### src/tcds_pkg.sv
// ----------------------------------------------------------------------------
// tcds_pkg
// Shared types and constants for the tunnel centering drive step block.
// ----------------------------------------------------------------------------
`default_nettype none
package tcds_pkg;

  localparam int unsigned NUM_REGS  = 8;
  localparam int unsigned CFG_IDX_W = 3;
  localparam int unsigned CFG_DAT_W = 16;
  localparam int unsigned STEP_W    = 15;

  localparam logic [CFG_IDX_W-1:0] REG_GAIN_PROP   = 3'd0;
  localparam logic [CFG_IDX_W-1:0] REG_GAIN_DERIV  = 3'd1;
  localparam logic [CFG_IDX_W-1:0] REG_STOP_DIST   = 3'd2;
  localparam logic [CFG_IDX_W-1:0] REG_DEADBAND    = 3'd3;
  localparam logic [CFG_IDX_W-1:0] REG_EXIT_MARGIN = 3'd4;
  localparam logic [CFG_IDX_W-1:0] REG_BASE_STEP   = 3'd5;
  localparam logic [CFG_IDX_W-1:0] REG_CORR_LIMIT  = 3'd6;
  localparam logic [CFG_IDX_W-1:0] REG_MAX_GAP     = 3'd7;

  localparam logic [1:0] OP_START = 2'd0;
  localparam logic [1:0] OP_TICK  = 2'd1;
  localparam logic [1:0] OP_STOP  = 2'd2;

  localparam logic [1:0] ACT_NONE  = 2'd0;
  localparam logic [1:0] ACT_STOP  = 2'd1;
  localparam logic [1:0] ACT_DRIVE = 2'd2;

  typedef enum logic [2:0] {
    ST_IDLE, ST_DIV, ST_MUL, ST_DONE
  } tcds_state_t;

  // start, busy and done signals of the serial divider
  typedef struct packed {
    logic start;
    logic busy;
    logic done;
  } tcds_div_ctl_t;

endpackage
`default_nettype wire

### src/tcds_divider.sv
// ----------------------------------------------------------------------------
// tcds_divider
// Bit-serial restoring divider, one quotient bit per cycle.
// ----------------------------------------------------------------------------
`default_nettype none
module tcds_divider #(
  parameter int unsigned NW = 44,
  parameter int unsigned DW = 32
) (
  input  wire logic                 clk,
  input  wire logic                 rst_n,
  input  wire logic                 start,
  input  wire logic [NW-1:0]        numer,
  input  wire logic [DW-1:0]        denom,
  output logic                      done,
  output logic [NW-1:0]             quot
);
  import tcds_pkg::*;

  localparam int unsigned CW = $clog2(NW + 1);

  logic [NW-1:0] q_r, q_nxt;
  logic [DW:0]   rem_r, rem_nxt;
  logic [DW-1:0] den_r;
  logic [CW-1:0] cnt_r, cnt_nxt;
  logic          busy_r, busy_nxt;
  logic [DW:0]   trial;

  always_comb begin
    q_nxt    = q_r;
    rem_nxt  = rem_r;
    cnt_nxt  = cnt_r;
    busy_nxt = busy_r;
    trial    = {rem_r[DW-1:0], q_r[NW-1]};
    if (start) begin
      q_nxt    = numer;
      rem_nxt  = '0;
      cnt_nxt  = CW'(NW);
      busy_nxt = 1'b1;
    end else if (busy_r) begin
      if (trial >= {1'b0, den_r}) begin
        rem_nxt = trial - {1'b0, den_r};
        q_nxt   = {q_r[NW-2:0], 1'b1};
      end else begin
        rem_nxt = trial;
        q_nxt   = {q_r[NW-2:0], 1'b0};
      end
      cnt_nxt = cnt_r - 1'b1;
      if (cnt_r == CW'(1)) busy_nxt = 1'b0;
    end
  end

  always_ff @(posedge clk) begin
    if (!rst_n) begin
      busy_r <= 1'b0;
      cnt_r  <= '0;
    end else begin
      busy_r <= busy_nxt;
      cnt_r  <= cnt_nxt;
    end
    q_r   <= q_nxt;
    rem_r <= rem_nxt;
    if (start) den_r <= denom;
  end

  assign done = busy_r && (cnt_r == CW'(1));
  assign quot = q_nxt;
endmodule
`default_nettype wire

### src/tunnel_centering_drive_step_top.sv
// ----------------------------------------------------------------------------
// tunnel_centering_drive_step_top
// PD wall-centering controller: start / tick / stop requests, drive steps out.
// ----------------------------------------------------------------------------
// Each request yields exactly one result. Start, stop, unused opcodes, ticks
// outside auto mode and ticks that decide an exit, an obstacle, a skip, a
// missing side, the deadband or a zero or too long time gap put their result
// out the cycle after acceptance. A tick that needs a PD correction runs a
// bit-serial restoring divider for the derivative (one quotient bit a cycle),
// then a serial multiply-accumulate for the P term and one for the D term,
// then clamps the correction and registers the steps. The block holds one
// request at a time; the result sits in an output register and the next
// request is taken once it has been taken.
`default_nettype none
module tunnel_centering_drive_step_top #(
  parameter int unsigned DIST_WIDTH = 16
) (
  input  wire logic                          clk,
  input  wire logic                          rst_n,
  input  wire logic                          cfg_we,
  input  wire logic [tcds_pkg::CFG_IDX_W-1:0] cfg_index,
  input  wire logic [tcds_pkg::CFG_DAT_W-1:0] cfg_data,
  input  wire logic                          in_valid,
  output logic                               in_ready,
  input  wire logic [1:0]                    in_opcode,
  input  wire logic [DIST_WIDTH-1:0]         in_dist_front,
  input  wire logic [DIST_WIDTH-1:0]         in_dist_left,
  input  wire logic [DIST_WIDTH-1:0]         in_dist_back,
  input  wire logic [DIST_WIDTH-1:0]         in_dist_right,
  input  wire logic [3:0]                    in_timeout_mask,
  input  wire logic [31:0]                   in_now_ms,
  input  wire logic                          in_wheels_settled,
  output logic                               out_valid,
  input  wire logic                          out_ready,
  output logic [1:0]                         out_action,
  output logic signed [tcds_pkg::STEP_W-1:0] out_left_step,
  output logic signed [tcds_pkg::STEP_W-1:0] out_right_step,
  output logic                               out_exited_flag,
  output logic                               out_moving_flag,
  output logic                               out_tunnel_flag,
  output logic                               out_auto_flag
);
  import tcds_pkg::*;

  localparam int unsigned EW  = DIST_WIDTH + 1;      // signed error
  localparam int unsigned NW  = DIST_WIDTH + 11;     // |diff|*1000 magnitude
  localparam int unsigned AW  = DIST_WIDTH + 30;     // accumulator
  localparam int unsigned MCW = $clog2(NW + 1);
  // compare width: a distance against a 16-bit register, sums included
  localparam int unsigned XW  = ((DIST_WIDTH > 16) ? DIST_WIDTH : 16) + 1;

  // configuration registers
  logic [15:0] gain_p_r, gain_d_r, stop_r, dead_r, margin_r, gap_r;
  logic [12:0] base_r;
  logic [11:0] lim_r;

  always_ff @(posedge clk) begin
    if (!rst_n) begin
      gain_p_r <= 16'd1966; gain_d_r <= 16'd328; stop_r <= 16'd240;
      dead_r   <= 16'd32;   margin_r <= 16'd320; base_r <= 13'd1229;
      lim_r    <= 12'd410;  gap_r    <= 16'd1000;
    end else if (cfg_we) begin
      case (cfg_index)
        REG_GAIN_PROP:   gain_p_r <= cfg_data;
        REG_GAIN_DERIV:  gain_d_r <= cfg_data;
        REG_STOP_DIST:   stop_r   <= cfg_data;
        REG_DEADBAND:    dead_r   <= cfg_data;
        REG_EXIT_MARGIN: margin_r <= cfg_data;
        REG_BASE_STEP:   base_r   <= cfg_data[12:0];
        REG_CORR_LIMIT:  lim_r    <= cfg_data[11:0];
        REG_MAX_GAP:     gap_r    <= cfg_data;
        default: ;
      endcase
    end
  end

  // block state
  logic auto_r, pend_r, tun_r, exit_r;
  logic [DIST_WIDTH-1:0] base_rd_r [4];
  logic signed [EW-1:0] perr_r;
  logic [31:0] ptime_r;

  tcds_state_t st_r, st_nxt;

  // PD working registers
  logic signed [EW-1:0] err_r;
  logic                 dneg_r;
  logic [NW-1:0]        dmag_r;     // |derivative|, then shifted during mul
  logic signed [AW-1:0] mcand_r;    // gain, shifted up one place a cycle
  logic signed [AW-1:0] acc_r;
  logic [EW-1:0]        emag_r;
  logic                 phase_r;    // 0: P term, 1: D term
  logic [MCW-1:0]       mcnt_r;

  // output register
  logic [1:0] act_r;
  logic signed [STEP_W-1:0] ls_r, rs_r;
  logic ov_r;

  // divider
  logic          div_start, div_done;
  logic [NW-1:0] div_q;
  logic [NW-1:0] div_num;
  logic [31:0]   dt;

  tcds_divider #(.NW(NW), .DW(32)) u_div (
    .clk(clk), .rst_n(rst_n), .start(div_start), .numer(div_num),
    .denom(dt), .done(div_done), .quot(div_q)
  );

  // combinational decision for an accepted request
  logic [DIST_WIDTH-1:0] d [4];
  logic [3:0] vld;
  logic [2:0] cnt;
  logic signed [EW-1:0] err;
  logic [EW-1:0] emag;
  logic signed [EW:0] ediff;
  logic [EW:0] edmag;
  logic fire;
  logic exit_hit, stop_hit, pend_eff, dead_hit;

  assign d[0] = in_dist_front; assign d[1] = in_dist_left;
  assign d[2] = in_dist_back;  assign d[3] = in_dist_right;
  assign dt   = in_now_ms - ptime_r;
  assign in_ready = (st_r == ST_IDLE) && !ov_r;
  assign fire = in_valid && in_ready;

  always_comb begin
    cnt = '0;
    for (int i = 0; i < 4; i++) begin
      vld[i] = !in_timeout_mask[i] && (d[i] != '0);
      if (tun_r && base_rd_r[i] != '0 && vld[i] &&
          (XW'(d[i]) > (XW'(base_rd_r[i]) + XW'(margin_r))))
        cnt = cnt + 3'd1;
    end
    err   = $signed({1'b0, in_dist_right}) - $signed({1'b0, in_dist_left});
    emag  = err[EW-1] ? EW'(-err) : EW'(err);
    ediff = $signed({err[EW-1], err}) - $signed({perr_r[EW-1], perr_r});
    edmag = ediff[EW] ? (EW+1)'(-ediff) : (EW+1)'(ediff);
    // |diff|*1000 = (x<<10) - (x<<4) - (x<<3)
    div_num = (NW'(edmag) << 10) - (NW'(edmag) << 4) - (NW'(edmag) << 3);
    exit_hit = cnt >= 3'd2;
    stop_hit = (vld[0] && XW'(d[0]) < XW'(stop_r)) ||
               (vld[2] && XW'(d[2]) < XW'(stop_r));
    pend_eff = pend_r && !in_wheels_settled;   // still moving after this tick
    dead_hit = XW'(emag) < XW'(dead_r);
  end

  // clamp of final correction
  logic signed [AW-1:0] corr_f;
  logic signed [AW-1:0] corr_c;
  logic signed [AW-1:0] limx;
  always_comb begin
    corr_f = acc_r >>> 8;
    limx   = AW'(lim_r);
    if (corr_f > limx) corr_c = limx;
    else if (corr_f < -limx) corr_c = -limx;
    else corr_c = corr_f;
  end

  logic pd_go;
  logic [31:0] gapx;
  assign gapx = {16'd0, gap_r};

  always_comb begin
    st_nxt    = st_r;
    div_start = 1'b0;
    pd_go     = 1'b0;
    case (st_r)
      ST_IDLE: if (fire && in_opcode == OP_TICK && auto_r && !exit_hit && !stop_hit &&
                   !pend_eff && vld[1] && vld[3] && !dead_hit &&
                   dt != 32'd0 && dt <= gapx) begin
        pd_go     = 1'b1;
        div_start = 1'b1;
        st_nxt    = ST_DIV;
      end
      ST_DIV:  if (div_done) st_nxt = ST_MUL;
      ST_MUL:  if (phase_r && mcnt_r == MCW'(1)) st_nxt = ST_DONE;
      ST_DONE: st_nxt = ST_IDLE;
      default: st_nxt = ST_IDLE;
    endcase
  end

  always_ff @(posedge clk) begin
    if (!rst_n) st_r <= ST_IDLE;
    else        st_r <= st_nxt;
  end

  // note: P uses emag bits, D uses dmag bits; sign applied per term
  logic cur_bit;
  logic cur_neg;
  assign cur_bit = phase_r ? dmag_r[0] : emag_r[0];
  assign cur_neg = phase_r ? dneg_r : err_r[EW-1];

  // next controller state and result register
  logic auto_nxt, pend_nxt, tun_nxt, exit_nxt, ov_nxt;
  logic [DIST_WIDTH-1:0] base_rd_nxt [4];
  logic signed [EW-1:0] perr_nxt;
  logic [31:0] ptime_nxt;
  logic [1:0] act_nxt;
  logic signed [STEP_W-1:0] ls_nxt, rs_nxt;

  always_comb begin
    auto_nxt  = auto_r;  pend_nxt  = pend_r; tun_nxt = tun_r; exit_nxt = exit_r;
    perr_nxt  = perr_r;  ptime_nxt = ptime_r;
    act_nxt   = act_r;   ls_nxt    = ls_r;   rs_nxt  = rs_r;  ov_nxt   = ov_r;
    for (int i = 0; i < 4; i++) base_rd_nxt[i] = base_rd_r[i];
    if (out_valid && out_ready) ov_nxt = 1'b0;
    if (fire) begin
      act_nxt = ACT_NONE; ls_nxt = '0; rs_nxt = '0;
      ov_nxt  = !pd_go;
      case (in_opcode)
        OP_START: begin
          auto_nxt = 1'b1; exit_nxt = 1'b0; perr_nxt = '0; ptime_nxt = in_now_ms;
          for (int i = 0; i < 4; i++) base_rd_nxt[i] = vld[i] ? d[i] : '0;
          tun_nxt = vld[1] && vld[3];
        end
        OP_STOP: begin
          auto_nxt = 1'b0; pend_nxt = 1'b0; act_nxt = ACT_STOP;
        end
        OP_TICK: begin
          if (in_wheels_settled) pend_nxt = 1'b0;
          if (auto_r) begin
            if (exit_hit) begin
              exit_nxt = 1'b1;
              if (pend_eff) begin
                act_nxt = ACT_STOP; pend_nxt = 1'b0;
              end
            end else if (stop_hit) begin
              if (pend_eff) begin
                act_nxt = ACT_STOP; pend_nxt = 1'b0;
              end
            end else if (!pend_eff && vld[1] && vld[3]) begin
              pend_nxt = 1'b1;
              act_nxt  = ACT_DRIVE;
              if (dead_hit) begin
                ls_nxt = STEP_W'(base_r); rs_nxt = STEP_W'(base_r);
              end else begin
                ptime_nxt = in_now_ms;
                perr_nxt  = err;
                if (!pd_go) begin
                  ls_nxt = STEP_W'(base_r); rs_nxt = STEP_W'(base_r);
                end
              end
            end
          end
        end
        default: ;
      endcase
    end
    if (st_r == ST_DONE) begin
      ls_nxt = STEP_W'($signed({2'b00, base_r}) + corr_c);
      rs_nxt = STEP_W'($signed({2'b00, base_r}) - corr_c);
      ov_nxt = 1'b1;
    end
  end

  always_ff @(posedge clk) begin
    if (!rst_n) begin
      auto_r <= 1'b0; pend_r <= 1'b0; tun_r <= 1'b0; exit_r <= 1'b0;
      perr_r <= '0;   ptime_r <= '0;  ov_r <= 1'b0;
      act_r  <= ACT_NONE; ls_r <= '0; rs_r <= '0;
      for (int i = 0; i < 4; i++) base_rd_r[i] <= '0;
    end else begin
      auto_r <= auto_nxt; pend_r <= pend_nxt; tun_r <= tun_nxt; exit_r <= exit_nxt;
      perr_r <= perr_nxt; ptime_r <= ptime_nxt; ov_r <= ov_nxt;
      act_r  <= act_nxt;  ls_r <= ls_nxt; rs_r <= rs_nxt;
      for (int i = 0; i < 4; i++) base_rd_r[i] <= base_rd_nxt[i];
    end
  end

  // PD datapath, payload only
  always_ff @(posedge clk) begin
    if (pd_go) begin
      err_r  <= err;
      emag_r <= emag;
      dneg_r <= ediff[EW];
      acc_r  <= '0;
    end else if (st_r == ST_DIV) begin
      if (div_done) begin
        dmag_r  <= div_q;
        phase_r <= 1'b0;
        mcnt_r  <= MCW'(EW);
        mcand_r <= AW'(gain_p_r);
      end
    end else if (st_r == ST_MUL) begin
      if (cur_bit) acc_r <= cur_neg ? acc_r - mcand_r : acc_r + mcand_r;
      if (!phase_r) emag_r <= emag_r >> 1;
      else          dmag_r <= dmag_r >> 1;
      if (!phase_r && mcnt_r == MCW'(1)) begin
        phase_r <= 1'b1;
        mcnt_r  <= MCW'(NW);
        mcand_r <= AW'(gain_d_r);
      end else begin
        mcnt_r  <= mcnt_r - 1'b1;
        mcand_r <= mcand_r << 1;
      end
    end
  end

  assign out_valid       = ov_r;
  assign out_action      = act_r;
  assign out_left_step   = ls_r;
  assign out_right_step  = rs_r;
  assign out_exited_flag = exit_r;
  assign out_moving_flag = pend_r;
  assign out_tunnel_flag = tun_r;
  assign out_auto_flag   = auto_r;
endmodule
`default_nettype wire

### config.mk
export PLATFORM = sky130hd
export DESIGN_NAME = tunnel_centering_drive_step_top
export DESIGN_NICKNAME = d
export VERILOG_FILES = /design/src/tcds_pkg.sv /design/src/tcds_divider.sv /design/src/tunnel_centering_drive_step_top.sv
export SDC_FILE = /design/constraint.sdc
export NUM_CORES = 2
export LEC_CHECK = 0
export BUFFER_PORTS_ARGS = -buffer_cell sky130_fd_sc_hd__buf_2
export CAP_MARGIN = 20
export CORE_ASPECT_RATIO = 1.75
export CORE_UTILIZATION = 52
export CTS_CLUSTER_DIAMETER = 80
export DETAILED_ROUTE_END_ITERATION = 10
export PLACE_DENSITY = 0.69
export SKIP_CTS_REPAIR_TIMING = 1
export SYNTH_ARGS = -nofsm -noshare
export SYNTH_HDL_FRONTEND = slang
export SYNTH_HIERARCHICAL = 1
export SYNTH_SLANG_ARGS = --single-unit
### constraint.sdc
create_clock -name clk -period 11.54 [get_ports clk]
set_clock_uncertainty 0.1 [all_clocks]
set_input_delay 1.154 -clock clk [delete_from_list [all_inputs] [get_ports clk]]
set_output_delay 1.154 -clock clk [all_outputs]
set_load 0.1 [all_outputs]
# After elaboration in Yosys (flattened, before gate mapping)

Memory sizes are Yosys's and may differ from the RTL's.
Index checks and enable logic that the tools add are counted.

Input bits: 127
Memories: 1
Memory bits (writable): 64
Logic and storage cells: 293
Bits in registers: 467
Output and inout bits: 38

Memories:

| memory    | words | bits a word | rd ports | clocked after memory_dff | write ports | line                                  | source |
|---|---|---|---|---|---|---|---|
| base_rd_r | 4     | 16          | 4        | 0                        | 4           | tunnel_centering_drive_step_top.sv:79 | `logic [DIST_WIDTH-1:0] base_rd_r [4];` |

Reductions and logical operators: 93
Bitwise operators: 7
Add/subtract/negate cells: 22
Eq/ne operators: 25
Multiplexer cells: 100
Magnitude comparators: 12

Operators by type and width:

| kind                | count |
|---|---|
| $mux W46            | 5 |
| $mux W32            | 6 |
| $mux W17            | 10 |
| $mux W27            | 6 |
| $mux W16            | 8 |
| $mux W64            | 2 |
| $reduce_bool A16 Y1 | 8 |
| $mux W13            | 7 |
| $mux W15            | 5 |
| $add A16 B16 Y17    | 4 |
| $gt A16 B17 Y1      | 4 |
| $pmux W32 S2        | 1 |
| $sub A32 B32 Y32    | 2 |
| $add A46 B46 Y46    | 1 |
| $lt A38 B46 Y1      | 1 |
| $neg A12 Y46        | 1 |
| $sub A46 B46 Y46    | 1 |
| $gt A38 B13 Y1      | 1 |
| $logic_and A1 B1 Y1 | 38 |
| $pmux W17 S2        | 1 |
| $ge A33 B32 Y1      | 1 |
| $le A32 B16 Y1      | 1 |
| $lt A16 B16 Y1      | 2 |
| $reduce_bool A32 Y1 | 1 |
| 41 further kinds    | 142 |

# Logic depth before layout (Yosys ltp)

An unclocked memory read counts as a cell.

Depth in word-level cells: 33
Mapped depth: 41
Mapped depth without buffers: 39

# By module

Netlist, hierarchy kept.

Modules (own cells, without submodules):

| module                          | seq. area each (sq um) | instances | cells an instance | area each (sq um) |
|---|---|---|---|---|
| tunnel_centering_drive_step_top | 9308.9                 | 1         | 4142              | 33762.4 |
| tcds_divider                    | 2262.2                 | 1         | 666               | 5793.1 |

# Worst setup path after synthesis

No wires, ideal clock.

Path type: flip-flop to flip-flop
Start point: reg margin_r[1]
End point: reg dmag_r[24], data pin
Clock period less this slack: 9.316 ns
Path buffers: 2
Stages on the path, launching flop included: 29
Arrival time: 8.956 ns
Setup time: 0.260 ns
Setup slack: 2.224 ns
Cells stage by stage: dfxtp_1 -> ha_1 -> a21o_1 -> a21oi_1 -> o21bai_1 -> a21oi_1 -> o21bai_1 -> a21oi_1 -> o21ai_0 -> o41ai_1 -> xnor2_1 -> ha_1 -> and3_1 -> a2111oi_0 -> o21ai_0 -> a221o_1 -> o211a_1 -> ha_1 -> xor2_1 -> ha_1 -> nor2_1 -> a32o_1 -> nand2_1 -> a2111o_1 -> nor3_1 -> clkbuf_1 -> buf_1 -> o21ai_0 -> mux2_2

Longest elaborated chain between the ends: 25
Elaborated cells on any way between the ends: 34
Classes of those cells: add/sub: 7; order compare: 5; mux: 9; reduce/logical: 13

RTL lines:

| what                    | line                                   | source |
|---|---|---|
| start, declared         | tunnel_centering_drive_step_top.sv:53  | `logic [15:0] gain_p_r, gain_d_r, stop_r, dead_r, margin_r, gap_r;` |
| start signal, assigned  | tunnel_centering_drive_step_top.sv:68  | `REG_EXIT_MARGIN: margin_r <= cfg_data;` |
| $add A16 B16 Y17        | tunnel_centering_drive_step_top.sv:133 | `(XW'(d[i]) > (XW'(base_rd_r[i]) + XW'(margin_r))))` |
| $gt A16 B17 Y1          | tunnel_centering_drive_step_top.sv:133 |  |
| $logic_and A1 B1 Y1     | tunnel_centering_drive_step_top.sv:132 | `if (tun_r && base_rd_r[i] != '0 && vld[i] &&` |
| $mux W1                 | tunnel_centering_drive_step_top.sv:132 |  |
| $add A3 B1 Y3           | tunnel_centering_drive_step_top.sv:134 | `cnt = cnt + 3'd1;` |
| $mux W3                 | tunnel_centering_drive_step_top.sv:132 |  |
| $add A3 B1 Y3           | tunnel_centering_drive_step_top.sv:134 |  |
| $mux W3                 | tunnel_centering_drive_step_top.sv:132 |  |
| [11 not listed]         | n/a                                    |  |
| $logic_and A1 B1 Y1 (*) | tunnel_centering_drive_step_top.sv:172 | `dt != 32'd0 && dt <= gapx) begin` |
| $mux W1 (*)             | tunnel_centering_drive_step_top.sv:170 | `ST_IDLE: if (fire && in_opcode == OP_TICK && auto_r && !exit_hit && !stop_hit &&` |
| $mux W1 (*)             | tunnel_centering_drive_step_top.sv:169 | `case (st_r)` |
| net div_start           | tunnel_centering_drive_step_top.sv:101 | `logic div_start, div_done;` |
| $mux W27 (*)            | tcds_divider.sv:35                     | `if (start) begin` |
| net div_q[24]           | tunnel_centering_drive_step_top.sv:102 | `logic [NW-1:0] div_q;` |
| $mux W27 (*)            | tunnel_centering_drive_step_top.sv:280 | `if (div_done) begin` |
| $mux W27 (*)            | tunnel_centering_drive_step_top.sv:279 | `end else if (st_r == ST_DIV) begin` |
| end signal, assigned    | tunnel_centering_drive_step_top.sv:281 | `dmag_r <= div_q;` |
| end signal, assigned    | tunnel_centering_drive_step_top.sv:289 | `else dmag_r <= dmag_r >> 1;` |
| end, declared           | tunnel_centering_drive_step_top.sv:88  | `logic [NW-1:0] dmag_r;` |

Mark *: on every way through the listed nets, which the timed path passes. The rest lies on a longest branch. The select of a mux whose other input is x is not followed.
A chain may end at the register's enable or synchronous reset.

# Worst setup path after layout

Start point: in in_dist_right[0]
End point: reg dmag_r[25], data pin

Elaborated cells on any way between the ends: 31
Classes of those cells: add/sub: 6; order compare: 3; mux: 8; reduce/logical: 14

RTL lines:

| what                 | line                                   | source |
|---|---|---|
| start, declared      | tunnel_centering_drive_step_top.sv:29  | `input wire logic [DIST_WIDTH-1:0] in_dist_right,` |
| $sub A16 B16 Y17 (*) | tunnel_centering_drive_step_top.sv:136 | `err = $signed({1'b0, in_dist_right}) - $signed({1'b0, in_dist_left});` |
| $sub A17 B17 Y18 (*) | tunnel_centering_drive_step_top.sv:138 | `ediff = $signed({err[EW-1], err}) - $signed({perr_r[EW-1], perr_r});` |
| $neg A18 Y18         | tunnel_centering_drive_step_top.sv:139 | `edmag = ediff[EW] ? (EW+1)'(-ediff) : (EW+1)'(ediff);` |
| $mux W18 (*)         | tunnel_centering_drive_step_top.sv:139 |  |
| $sub A27 B22 Y27     | tunnel_centering_drive_step_top.sv:141 | `div_num = (NW'(edmag) << 10) - (NW'(edmag) << 4) - (NW'(edmag) << 3);` |
| $sub A27 B21 Y27 (*) | tunnel_centering_drive_step_top.sv:141 |  |
| net div_num[25]      | tunnel_centering_drive_step_top.sv:103 | `logic [NW-1:0] div_num;` |
| $mux W27 (*)         | tcds_divider.sv:35                     |  |
| net div_q[25]        | tunnel_centering_drive_step_top.sv:102 |  |
| $mux W27 (*)         | tunnel_centering_drive_step_top.sv:280 |  |
| $mux W27 (*)         | tunnel_centering_drive_step_top.sv:279 |  |

Marks and branches as above.

==> qor.log <==
INFO  critical_path  critical_path.max_fanout=21
INFO  floorplan      start_util=0.526
INFO  timing         timing.setup.tns=0ns
INFO  cells_and_area final_util=0.572
INFO  floorplan      die_height=367µm
INFO  global_routing grtUsageTotal=0.311
INFO  run_status     run_status=complete, no violations
INFO  clock_network  worst_setup_hold_path_clk_slew=0.06ns
INFO  yosys          synth_flop_cell=sky130_fd_sc_hd__dfxtp_1
INFO  drt            avg_wl_per_cell=20.5µm
INFO  min_path       min_delay_path_depth=2
INFO  drt            dr_wl_met2=62000µm
INFO  yosys          yosys-top-cells-area=sky130_fd_sc_hd__dfxtp_1, sky130_fd_sc_hd__ha_1, sky130_fd_sc_hd__edfxtp_1
INFO  placement      dp.cells=5829
INFO  yosys          syn_area=0.0396mm²
INFO  timing         relSlewSlack=0.279
INFO  cells_and_area final_cell_area=0.0431mm²
INFO  critical_path  rr_worst_depth=25
INFO  drt            met1Wirelength=44800µm
INFO  yosys          synth_instances=4808
INFO  timing         holdWs=0.361ns
INFO  power_and_ir_drop power.net_switching=2.34mW
INFO  critical_path  reg2reg_to=emag_r[11]$_DFFE_PP_
INFO  cells_and_area stdcell_count=5931
INFO  yosys          ys_seq_elements=513
INFO  timing         layout_setup_ws=2.49ns
INFO  global_routing antenna_found_initial=9
INFO  placement      dp.final_hpwl=93600µm
INFO  drt            dr.max_layer_used=met5
INFO  power_and_ir_drop seqPwrFrac=0.304
INFO  floorplan      io_pins=165
INFO  power_and_ir_drop worst_ir_drop_on_vdd=0.161mV
INFO  critical_path  worst_path_largest_cell_delay=0.71ns
INFO  power_and_ir_drop leakagePower=17.6nW
INFO  yosys          top_count_cell_post_synth=sky130_fd_sc_hd__nand2_1
INFO  power_and_ir_drop power.share.clock=0.299
INFO  min_path       worst_hold_path.endpoint=ptime_r[19]$_SDFFE_PN0P_
INFO  timing         ratio_of_final_minimum_period_to_clock_period=0.784
INFO  floorplan      number_of_rows_created_at_floorplan=133
INFO  drt            number_of_iterations_in_the_first_detailed_routing_pass=6
INFO  yosys          synth_edf_count=130
INFO  critical_path  critical_path_start_type=input pin
INFO  clock_network  cts_inserted_buffers=52
INFO  power_and_ir_drop power.share.switching=0.377
INFO  timing         finalWorstPathRequiredPeriod=9.05ns
INFO  critical_path  worstPathRequired=11.83ns
INFO  global_routing gr-total-overflow=0
INFO  yosys          synth_async_sr_flop_share=0
INFO  critical_path  crit_buf_inv=5
INFO  drt            detail_route.drc_violations=0
INFO  critical_path  cp_data_arrival_time=9.34ns
INFO  critical_path  r2r_setup_slack=2.56ns
INFO  drt            drt-vias-per-instance=5.95
INFO  timing         unrepaired_setup_endpoints_after_global_routing=false
INFO  placement      finalWeightedCongestion=1.00
INFO  clock_network  clock-sinks=513
INFO  placement      port-buffer-count=164
INFO  drt            drtIter0Drc=1965
INFO  global_routing pin_count_of_the_biggest_net_entering_global_routing=116
INFO  cells_and_area numnets_final=5483
INFO  yosys          synth.yosys.seq_area_share=0.293
INFO  critical_path  crit-reg2reg-launch=margin_r[2]$_SDFFE_PN0P_
INFO  placement      placement.cell_area=0.0412mm²
INFO  yosys          ys.warnings.count=6
INFO  drt            detail-route-antenna-nets=0
INFO  critical_path  critical-path-top-delay-family=compound AO/OA/AOI/OAI gates
INFO  critical_path  crit_slowest_cell=sky130_fd_sc_hd__o21ai_0
INFO  power_and_ir_drop post-layout-total-power=6.20mW
INFO  global_routing vias_in_the_first_global_route=34.5k
INFO  timing         finalMaxSlewViolations=0
INFO  power_and_ir_drop powerDensity=144mW/mm²
INFO  clock_network  cts_h_tree_lvls=2
INFO  placement      place_worst_setup_slack=2.01ns
INFO  global_routing grt_pass1_wl=188000µm
INFO  timing         clock.fmax=111MHz
INFO  power_and_ir_drop combinationalPowerShare=0.398
INFO  timing         worst_pin_slew=1.08ns
INFO  power_and_ir_drop p_int=3.86mW
INFO  critical_path  critPathMostFrequentCell=sky130_fd_sc_hd__o21ai_0
INFO  clock_network  clock_latency=0.64ns
INFO  cells_and_area post_route_cells_drive_above_1_share=0.0765
INFO  drt            vias=35.3k
INFO  critical_path  timing_worst_setup_path_type=input pin to flip-flop
INFO  yosys          yosysUniqueCellTypes=87
INFO  yosys          synth_top_cell_by_area=sky130_fd_sc_hd__dfxtp_1
INFO  yosys          synthDominantCellAreaShare=0.194
INFO  clock_network  clk_path_buf_depth=3
INFO  job            max_capacitance_violation_count=0
INFO  floorplan      die-area=0.0772mm²
INFO  timing         final_count_of_negative_setup_slack_endpoints=0
INFO  cells_and_area area_delta_synth_final=8.83%
INFO  timing         timing_hold_violations_final=0
INFO  min_path       hold_path_class=flip-flop to flip-flop
INFO  yosys          netlist_top_cells_count=sky130_fd_sc_hd__nand2_1, sky130_fd_sc_hd__ha_1, sky130_fd_sc_hd__dfxtp_1, sky130_fd_sc_hd__a21oi_1, sky130_fd_sc_hd__inv_1
INFO  clock_network  cts.root.buffer_cell=sky130_fd_sc_hd__clkbuf_16
INFO  clock_network  cts_tree=yes
INFO  drt            routed_wirelength=121000µm
INFO  yosys          post_synth.cell_area_avg=8.23µm²
INFO  floorplan      core_area=0.0752mm²
INFO  min_path       hp-start=ptime_r[19]$_SDFFE_PN0P_
INFO  critical_path  end_kind=flip-flop
INFO  floorplan      die_width=210µm
INFO  drt            dr_wl_met3=4930µm
[worst max-delay path by stage]
stage                                   startpoint                   end  slack (ns)  depth (start not counted)
after floorplan           margin_r[1]$_SDFFE_PN0P_  dmag_r[24]$_DFFE_PP_        2.22                         28
after global placement            in_dist_right[0]  dmag_r[25]$_DFFE_PP_        2.09                         38
after detailed placement          in_dist_right[0]  dmag_r[25]$_DFFE_PP_        2.01                         38
after CTS                         in_dist_right[0]  dmag_r[25]$_DFFE_PP_        2.64                         38
after global routing              in_dist_right[0]  dmag_r[25]$_DFFE_PP_        1.96                         38
final                             in_dist_right[0]  dmag_r[25]$_DFFE_PP_        2.49                         38
[cells in the final DEF, fill, tap and decap left out, types with 71 or more instances in the layout]
cell	count
sky130_fd_sc_hd__buf_2	164
sky130_fd_sc_hd__a21oi_1	349
sky130_fd_sc_hd__inv_1	293
sky130_fd_sc_hd__nor4_1	71
sky130_fd_sc_hd__edfxtp_1	130
sky130_fd_sc_hd__dfxtp_1	382
sky130_fd_sc_hd__nand3_1	141
sky130_fd_sc_hd__ha_1	461
sky130_fd_sc_hd__xor2_1	122
sky130_fd_sc_hd__xnor2_1	179
sky130_fd_sc_hd__a21boi_0	197
sky130_fd_sc_hd__nand2_1	656
sky130_fd_sc_hd__a21o_1	121
sky130_fd_sc_hd__nor3_1	74
sky130_fd_sc_hd__o21ai_0	260
sky130_fd_sc_hd__nor2_1	274
[power groups by stage]
stage          clock network, mW  logic [mW]  registers [mW]
2_1_floorplan                  0        1.74            1.96
3_3_place_gp                   0        2.44            1.92
3_5_place_dp                   0        2.44            1.92
4_1_cts                     1.89        2.46            1.88
5_1_grt                     1.95        2.72            1.88
6_report                    1.85        2.47            1.88
[logic make-up after synthesis]
kind of cell,synth area share
compound gates,0.217
flops,0.293
xor+xnor,0.0666
other cells,0.0000948
mux,0.0271
buf+inv,0.0499
simple gates,0.190
fa+ha+maj,0.157
[registers in the layout, indices dropped and copies added (netlist names), 12 cells and up]
signal,cells
dead_r,16
margin_r,16
gain_d_r,16
out_left_step,15
emag_r,17
mcand_r,46
acc_r,46
u_div/rem_r,32
perr_r,17
u_div/q_r,27
gap_r,16
stop_r,16
base_r,13
gain_p_r,16
u_div/den_r,32
base_rd_r,64
ptime_r,32
lim_r,12
out_right_step,14
dmag_r,27
[cell type report]
class / count / area, µm²
repair buffers: 210 / 1170
diodes: 3 / 7.51
inverters: 293 / 1100
clock inverters: 31 / 387
flip-flops and latches: 513 / 11600
clock buffers: 67 / 1450
multi-input cells: 3802 / 26100
well taps: 1012 / 1270
fillers: 7167 / 32200
[worst min-delay path, delay by kind of cell, from the launching register on]
kind / cells / cell delay (ns)
DFF: 1 / 0.31
AOI/OAI and AO/OA: 1 / 0.06
and+or+nand+nor: 1 / 0.05
[routing by layer]
layer / up-vias / global-route usage
met5: - / 0
met4: 10 / 0.219
met3: 363 / 0.0380
met2: 878 / 0.573
met1: 16700 / 0.322
li1: 17300 / -
Power figures use the tool's default switching activity.
